## src/hdl/bba_pkg.sv

```systemverilog
// Shared types and constants of the buddy block allocator.
package bba_pkg;

    // Default number of list cells
    localparam int MaxBlocksDefault = 32;
    // Order of the single free block after reset
    localparam logic [4:0] ResetOrder = 5'd10;
    // Width of a cell position in a command (covers up to 128 cells)
    localparam int PosW = 7;

    localparam int OwnerW = 16;
    localparam int OrderW = 5;
    localparam int SizeW  = 31;

    // Command broadcast to every cell of the chain
    typedef enum logic [1:0] {
        CMD_NOP,
        CMD_SPLIT,
        CMD_TAG,
        CMD_CLEAR
    } cmd_kind_t;

    typedef struct packed {
        cmd_kind_t          kind;
        logic [PosW-1:0]    pos;
        logic [OrderW-1:0]  order;
        logic [OwnerW-1:0]  owner;
    } cell_cmd_t;

endpackage

```

## src/hdl/bba_cell.sv

```systemverilog
// One list cell: holds owner and order of one block, shifts from its left neighbor.
module bba_cell #(
    parameter int INDEX = 0
) (
    input  logic                       clk,
    input  logic                       rst_n,
    input  bba_pkg::cell_cmd_t         cmd,
    input  logic [bba_pkg::OwnerW-1:0] left_owner,
    input  logic [bba_pkg::OrderW-1:0] left_order,
    output logic [bba_pkg::OwnerW-1:0] owner,
    output logic [bba_pkg::OrderW-1:0] order
);

    localparam logic [bba_pkg::PosW-1:0] MyPos = bba_pkg::PosW'(INDEX);

    logic [bba_pkg::OwnerW-1:0] owner_reg;
    logic [bba_pkg::OwnerW-1:0] owner_next;
    logic [bba_pkg::OrderW-1:0] order_reg;
    logic [bba_pkg::OrderW-1:0] order_next;
    logic [bba_pkg::PosW-1:0]   buddy_pos;

    assign buddy_pos = cmd.pos + bba_pkg::PosW'(1);

    // Decode the broadcast command against this cell's position
    always_comb
    begin
        owner_next = owner_reg;
        order_next = order_reg;
        unique case (cmd.kind)
            bba_pkg::CMD_SPLIT:
            begin
                if (MyPos == cmd.pos)
                begin
                    order_next = cmd.order;
                end
                else if (MyPos == buddy_pos)
                begin
                    owner_next = '0;
                    order_next = cmd.order;
                end
                else if (MyPos > buddy_pos)
                begin
                    owner_next = left_owner;
                    order_next = left_order;
                end
            end
            bba_pkg::CMD_TAG:
            begin
                if (MyPos == cmd.pos)
                begin
                    owner_next = cmd.owner;
                end
            end
            bba_pkg::CMD_CLEAR:
            begin
                owner_next = '0;
                order_next = (INDEX == 0) ? cmd.order : '0;
            end
            default:
            begin
                owner_next = owner_reg;
            end
        endcase
    end

    // Hold cell contents
    always_ff @(posedge clk or negedge rst_n)
    begin
        if (!rst_n)
        begin
            owner_reg <= '0;
            order_reg <= (INDEX == 0) ? bba_pkg::ResetOrder : '0;
        end
        else
        begin
            owner_reg <= owner_next;
            order_reg <= order_next;
        end
    end

    assign owner = owner_reg;
    assign order = order_reg;

endmodule

```

## src/hdl/buddy_block_allocator_top.sv

```systemverilog
// Top level of the buddy block allocator: control sequencer and chain of list cells.
//
// Usage:
//   s_* channel takes one item per beat. s_tuser[0] is the op (0 allocate,
//   1 query); s_tdata holds owner_id and request_size.
//   m_* channel returns one beat per block for a query, in address order,
//   with m_tlast on the final block. Allocate gives no beats.
//   cfg_* writes total_order; it is always ready and rebuilds the list as a
//   single free block of that order in the cycle after the write.
// Timing:
//   Allocate goes from idle through the scan, which checks one cell per cycle,
//   to the split state, where each split shifts the chain by one cell, and
//   ends with the tag of the found block. A query starts from idle, then gives
//   one beat per cycle while the receiver is ready. One item is worked on at a
//   time; s_tready is high only between items.
// Reset:
//   The list holds one free block of order 10 and no beat is pending.
// Stall:
//   A beat waits in the output register; the query walk pauses until taken.
module buddy_block_allocator_top #(
    parameter int MAX_BLOCKS = bba_pkg::MaxBlocksDefault
) (
    input  logic        clk,
    input  logic        rst_n,
    input  logic        s_tvalid,
    output logic        s_tready,
    input  logic [47:0] s_tdata,   // [15:0] owner_id, [46:16] request_size, [47] zero
    input  logic [0:0]  s_tuser,   // [0] op
    output logic        m_tvalid,
    input  logic        m_tready,
    output logic [31:0] m_tdata,   // [5:0] block_count, [10:6] block_index,
                                   // [26:11] owner, [31:27] block_order
    output logic        m_tlast,
    input  logic        cfg_valid,
    output logic        cfg_ready,
    input  logic [4:0]  cfg_data
);

    localparam int IdxW = $clog2(MAX_BLOCKS);
    localparam int CntW = $clog2(MAX_BLOCKS + 1);
    localparam logic [CntW-1:0] CntMax = CntW'(MAX_BLOCKS);

    typedef enum logic [1:0] {
        ST_IDLE,
        ST_SCAN,
        ST_SPLIT,
        ST_QUERY
    } state_t;

    state_t                       state_reg;
    logic [CntW-1:0]              idx_reg;
    logic [CntW-1:0]              total_reg;
    logic [bba_pkg::SizeW-1:0]    sm1_reg;
    logic [bba_pkg::OwnerW-1:0]   owner_id_reg;
    logic [bba_pkg::OrderW-1:0]   cur_ord_reg;
    logic                         out_valid_reg;
    logic [31:0]                  out_data_reg;
    logic                         out_last_reg;

    logic [bba_pkg::OwnerW-1:0]   cell_owner [MAX_BLOCKS];
    logic [bba_pkg::OrderW-1:0]   cell_order [MAX_BLOCKS];
    bba_pkg::cell_cmd_t           cmd;

    logic [bba_pkg::OwnerW-1:0]   rd_owner;
    logic [bba_pkg::OrderW-1:0]   rd_order;
    logic [bba_pkg::SizeW-1:0]    in_size;
    logic                         fit_full;
    logic                         half_fit;
    logic                         can_split;
    logic                         load_beat;
    logic                         is_last;

    // Chain of cells
    for (genvar k = 0; k < MAX_BLOCKS; k++)
    begin : g_cell
        logic [bba_pkg::OwnerW-1:0] left_owner;
        logic [bba_pkg::OrderW-1:0] left_order;
        if (k == 0)
        begin : g_first
            assign left_owner = '0;
            assign left_order = '0;
        end
        else
        begin : g_rest
            assign left_owner = cell_owner[k-1];
            assign left_order = cell_order[k-1];
        end
        bba_cell #(
            .INDEX (k)
        ) u_cell (
            .clk        (clk),
            .rst_n      (rst_n),
            .cmd        (cmd),
            .left_owner (left_owner),
            .left_order (left_order),
            .owner      (cell_owner[k]),
            .order      (cell_order[k])
        );
    end

    // Read the cell under the walk pointer
    assign rd_owner = cell_owner[idx_reg[IdxW-1:0]];
    assign rd_order = cell_order[idx_reg[IdxW-1:0]];

    // Fit tests against request - 1
    assign in_size   = s_tdata[46:16];
    assign fit_full  = ((sm1_reg >> rd_order) == '0);
    assign half_fit  = (cur_ord_reg != '0)
                    && ((sm1_reg >> (cur_ord_reg - bba_pkg::OrderW'(1))) == '0);
    assign can_split = half_fit && (total_reg < CntMax);

    assign load_beat = (state_reg == ST_QUERY) && (!out_valid_reg || m_tready);
    assign is_last   = (idx_reg == total_reg - CntW'(1));

    // Build the cell command
    always_comb
    begin
        cmd       = '0;
        cmd.kind  = bba_pkg::CMD_NOP;
        if (cfg_valid)
        begin
            cmd.kind  = bba_pkg::CMD_CLEAR;
            cmd.order = cfg_data;
        end
        else if (state_reg == ST_SPLIT)
        begin
            cmd.pos = bba_pkg::PosW'(idx_reg);
            if (can_split)
            begin
                cmd.kind  = bba_pkg::CMD_SPLIT;
                cmd.order = cur_ord_reg - bba_pkg::OrderW'(1);
            end
            else
            begin
                cmd.kind  = bba_pkg::CMD_TAG;
                cmd.owner = owner_id_reg;
            end
        end
    end

    // Sequencer and output register
    always_ff @(posedge clk or negedge rst_n)
    begin
        if (!rst_n)
        begin
            state_reg     <= ST_IDLE;
            idx_reg       <= '0;
            total_reg     <= CntW'(1);
            sm1_reg       <= '0;
            owner_id_reg  <= '0;
            cur_ord_reg   <= '0;
            out_valid_reg <= 1'b0;
            out_data_reg  <= '0;
            out_last_reg  <= 1'b0;
        end
        else
        begin
            if (m_tready && !load_beat)
            begin
                out_valid_reg <= 1'b0;
            end
            unique case (state_reg)
                ST_IDLE:
                begin
                    if (s_tvalid)
                    begin
                        idx_reg      <= '0;
                        owner_id_reg <= s_tdata[15:0];
                        sm1_reg      <= (in_size == '0) ? '0
                                                        : in_size - bba_pkg::SizeW'(1);
                        state_reg    <= s_tuser[0] ? ST_QUERY : ST_SCAN;
                    end
                end
                ST_SCAN:
                begin
                    if (idx_reg >= total_reg)
                    begin
                        state_reg <= ST_IDLE;
                    end
                    else if ((rd_owner == '0) && fit_full)
                    begin
                        cur_ord_reg <= rd_order;
                        state_reg   <= ST_SPLIT;
                    end
                    else
                    begin
                        idx_reg <= idx_reg + CntW'(1);
                    end
                end
                ST_SPLIT:
                begin
                    if (can_split)
                    begin
                        cur_ord_reg <= cur_ord_reg - bba_pkg::OrderW'(1);
                        if (!cfg_valid)
                        begin
                            total_reg <= total_reg + CntW'(1);
                        end
                    end
                    else
                    begin
                        state_reg <= ST_IDLE;
                    end
                end
                ST_QUERY:
                begin
                    if (load_beat)
                    begin
                        out_valid_reg <= 1'b1;
                        out_data_reg  <= {rd_order, rd_owner, 5'(idx_reg), 6'(total_reg)};
                        out_last_reg  <= is_last;
                        idx_reg       <= idx_reg + CntW'(1);
                        if (is_last)
                        begin
                            state_reg <= ST_IDLE;
                        end
                    end
                end
                default:
                begin
                    state_reg <= ST_IDLE;
                end
            endcase
            // Rebuild the list on a register write
            if (cfg_valid)
            begin
                total_reg <= CntW'(1);
            end
        end
    end

    assign s_tready  = (state_reg == ST_IDLE);
    assign cfg_ready = 1'b1;
    assign m_tvalid  = out_valid_reg;
    assign m_tdata   = out_data_reg;
    assign m_tlast   = out_last_reg;

endmodule

```

## config.mk

```make
export PLATFORM = sky130hd
export DESIGN_NAME = buddy_block_allocator_top
export DESIGN_NICKNAME = d
export VERILOG_FILES = /design/src/hdl/bba_pkg.sv /design/src/hdl/bba_cell.sv /design/src/hdl/buddy_block_allocator_top.sv
export SDC_FILE = /design/constraint.sdc
export NUM_CORES = 2
export LEC_CHECK = 0
export BUFFER_PORTS_ARGS = -buffer_cell sky130_fd_sc_hd__buf_2
export CAP_MARGIN = 20
export CELL_PAD_IN_SITES_DETAIL_PLACEMENT = 0
export CELL_PAD_IN_SITES_GLOBAL_PLACEMENT = 1
export CORE_UTILIZATION = 45
export DETAILED_ROUTE_END_ITERATION = 16
export PLACE_DENSITY = 0.81
export REMOVE_ABC_BUFFERS = 1
export SYNTH_ARGS = -nofsm -noshare
export SYNTH_HDL_FRONTEND = slang
export SYNTH_SLANG_ARGS = --single-unit
```

## constraint.sdc

```tcl
create_clock -name clk -period 4.69 [get_ports clk]
set_input_delay 0.7035 -clock clk [delete_from_list [all_inputs] [get_ports clk]]
set_output_delay 0.7035 -clock clk [all_outputs]
set_load 0.05 [all_outputs]
```

==> metrics.sh <==
GRT_MAX_DEGREE=103
MOSTFREQUENTLAYOUTCELLS='767 x sky130_fd_sc_hd__dfrtp_1, 753 x sky130_fd_sc_hd__nand2_1, 727 x sky130_fd_sc_hd__a21oi_1, 580 x sky130_fd_sc_hd__o21ai_0, 287 x sky130_fd_sc_hd__mux2i_1'
CP-START-KIND='flip-flop'
GLOBAL_ROUTE_WIRE_LENGTH_BEFORE_REPAIR_UM=217000
SYNTH_AREA_PER_CELL_UM2=8.99
PEAKVDDDROP_mV=0.451
CRIT_PATH_END_KIND='flip-flop'
ANT_NETS=0
POST-SYNTH-TOP-AREA-CELL='sky130_fd_sc_hd__dfrtp_1'
ANTENNA-DIODE-COUNT=0
SYN-CELL-AREA_UM2=42800
CLOCK_TREE.HTREE_LEVEL_COUNT=3
P_LEAK_nW=20.7
WORST_PATH_LARGEST_CELL_DELAY_NS=0.57
FLOORPLAN.DIE_AREA_UM2=96200
PLACE_HPWL_UM=98200
SYNTH_AREA_LEADERS='sky130_fd_sc_hd__dfrtp_1 45%, sky130_fd_sc_hd__a21oi_1 8.8%, sky130_fd_sc_hd__o21ai_0 6.8%'
VIA_PER_INST=6.01
RELSLEWSLACK=0.251
CTS.HOLD.BUFFERS_ADDED=0
INITIAL_CORE_UTIL=0.456
REPORT.FINAL.HOLD_VIOL_COUNT=0
CP.ARRIVAL_NS=5.20
DRC=0
TOTALNEGATIVESETUPSLACK_NS=0
SYNTHTOLAYOUTAREAGROWTH_PCT=14.8
FINAL_NETS=4927
WL_PER_CELL_UM=23.0
CLOCK_TREE.BUFFER_DEPTH=3
SYNTH_TOP_FLOP_CELL='sky130_fd_sc_hd__dfrtp_1'
RESULT_OF_THE_RUN='finished, final reports clean'
PLACE_WORST_SETUP_SLACK_NS=-0.222
CRITPATHKIND='reg -> reg'
GRT_ANTENNA_BEFORE_REPAIR=2
DRV.MAX_CAP_VIOLATION_COUNT=0
SYNTH_ENABLE_FLOP_CELLS=0
GRT_OVERFLOW=0
GRT_UTIL_MET3=0.0339
DIE-HEIGHT_UM=310
POST-ROUTE-WORST-SETUP-SLACK_NS=0.0342
FIN_TOTAL_PWR_mW=27.4
VIAS_IN_THE_FIRST_GLOBAL_ROUTE=35900
PATH_CELLS='buf_4, buf_4, nor2_4, buf_4, clkbuf_16, a22oi_1, nand3_1, nand4_1, nor4_1, nand2_1, nor3_4, buf_4, o211ai_1, a211o_1, or3_1, a21oi_4, mux2_4'
MAXCLOCKFREQUENCY_MHz=215
DRTITER0DRC=3484
CRITICAL_PATH.STARTPOINT='idx_reg[1]'
FLIP_FLOP_COUNT_OF_THE_LARGEST_REGISTER_ALL_COPIES_AND_WORDS_ADDED=512
CORE-AREA_UM2=93700
RR_STARTPOINT='idx_reg[1]'
YS_SEQ_ELEMENTS=772
PATH_COMMON_CELL='sky130_fd_sc_hd__buf_4'
FIRST_PASS_ITERS=6
GLOBALROUTEMET1UTIL=0.403
CLOCK_LATENCY_NS=0.67
FINAL_NUMBER_OF_MAX_TRANSITION_VIOLATIONS=0
PERIOD_SHARE=0.993
DESIGN.PORTCOUNT=95
WORSTMARGINPINSLEW_NS=1.12
PLACEMENTROWS=112
WEIGHTED_CONGESTION_AT_THE_END_OF_ROUTABILITY_DRIVEN_GLOBAL_PLACEMENT=0.960
VIAS=37100
DIE_WIDTH_UM=310
SYNTH-WARNING-COUNT=0
HOLD_WC_PATH_TYPE='in -> async'
TRACK_USAGE=0.293
CRIT_FANOUT=16
SYNTH_CELL_TYPES=88
DRT-TOTAL-WL_UM=142000
CLOCK_TREE_FROM_TRITONCTS='done'
SLOWEST_STAGE='sky130_fd_sc_hd__dfrtp_4'
MET2_USAGE=0.469
SYNTHCELLS=4758
SHARE_OF_ASYNC_SETTABLE_OR_ASYNC_RESETTABLE_FLOPS_AFTER_SYNTHESIS=1.00
PORT-BUFFER-COUNT=92
WORST_CLOCK_SKEW_NS=0.0319
CTSROOTBUFFERMASTER='sky130_fd_sc_hd__clkbuf_16'
CLK_TRANSITION_REPORTED_PATHS_NS=0.06
POST_ROUTE_CELLS_DRIVE_ABOVE_1_SHARE=0.159
SYNTH.YOSYS.SEQ_AREA_SHARE=0.452
NETLIST.AREA_LEADER.SHARE=0.450
PWR_DENSITY_CELL_nW_PER_UM2=558
CP_DATA_REQUIRED_TIME_NS=5.23
MOST_COMMON_CELL_AFTER_LAYOUT_FILL_AND_TAPS_ASIDE='sky130_fd_sc_hd__dfrtp_1'
FINALSETUPVIOLATIONS=0
CLKSINKCOUNT=772
GR-MAX-USAGE-LAYER='met2'
FINALCOREUTILIZATION=0.523
CTS_MADE_BUFFERS=86
FINAL_PERIOD_MINUS_WORST_SETUP_SLACK_NS=4.66
critical path: cells and delay by family, from the launching register on:
family	cells	cell delay, ns
and+or+nand+nor	7	1.87
buffers and inverters	5	1.03
AOI/OAI and AO/OA	4	0.72
DFF	1	0.57
muxes	1	0.31
power breakdown:
group	internal (mW)	total (mW)	switching, mW
registers	7.93	9.09	1.16
clock network	4.20	7.15	2.95
logic	4.45	11.1	6.66
synth_stat cells (all sizes together), types with 8 or more instances:
library cell / instances
a21oi: 754
ha: 16
a31oi: 10
nand3: 75
mux2: 87
o221ai: 8
o22ai: 13
dfrtp: 769
buf: 89
nand2b: 27
xnor2: 32
or2: 8
or3: 12
o21ai: 592
mux2i: 288
clkbuf: 286
a221oi: 16
a211oi: 14
a21o: 16
a22o: 48
a22oi: 63
o2111ai: 8
o31ai: 11
nor2: 268
mux4: 86
or4: 15
a32o: 21
nand2: 756
nor3: 27
o211ai: 20
inv: 111
nor2b: 27
nand4: 30
nor4: 18
and3: 9
and2: 42
xor2: 14
cells by family (layout without fill, tap and decap cells):
| kind of cell | count (synthesis) | in the layout | share of synthesized area |
|---|---|---|---|
| flops | 772 | 772 | 0.452 |
| buf+inv | 488 | 649 | 0.0481 |
| other cells | 1 | 1 | 0.0000877 |
| fa+ha+maj | 16 | 16 | 0.00468 |
| xor+xnor | 46 | 46 | 0.00942 |
| mux | 461 | 461 | 0.136 |
| simple gates | 1332 | 1332 | 0.134 |
| compound gates | 1642 | 1642 | 0.215 |
path summary, 6_finish.rpt:
kind,slack [ns],endpoint,cells after the start
worst max register to register,0.03,cur_ord_reg[1],17
min in group clk,0.26,owner_id_reg[14],2
worst min-delay path,0.12,g_cell[22].u_cell.order[0],1
worst max-delay path,0.03,cur_ord_reg[1],17
worst min register to register,0.48,g_cell[31].u_cell.order[3],2
max in group asynchronous,3.40,g_cell[19].u_cell.owner[11],2
area by class of cell:
cell class	instances	area (um^2)
Sequential cell	772	19300
Clock inverter	31	448
Timing Repair Buffer	381	3070
Inverter	113	424
Multi-Input combinational cell	3498	21700
Tap cell	1254	1570
Clock buffer	124	2560
Fill cell	8642	44700
metrics by stage:
| step | cells | area (um^2) | hold slack [ns] |
|---|---|---|---|
| floorplan | 4383 | 41100 | 0.408 |
| CTS | 6160 | 48800 | 0.164 |
| finish | 6173 | 49100 | 0.120 |
| detailed placement | 5997 | 45700 | 0.466 |
| global route | 6173 | 49100 | 0.193 |
| global placement | 5997 | 45700 | 0.458 |
per-layer routing:
layer  routed length [um]  vias to the layer above
met5                   13                        -
met4                 6560                        2
met3                 8150                      306
met2                65700                     1256
met1                61900                    18400
li1                     -                    17100
what timing repair did:
item	4_1_cts	5_1_grt
pin swaps	0	5
endpoints found under the setup margin	10	13
buffers inserted	8	12
gates resized for setup	3	16
cloned	0	1
(Power assumes the default switching activity.)
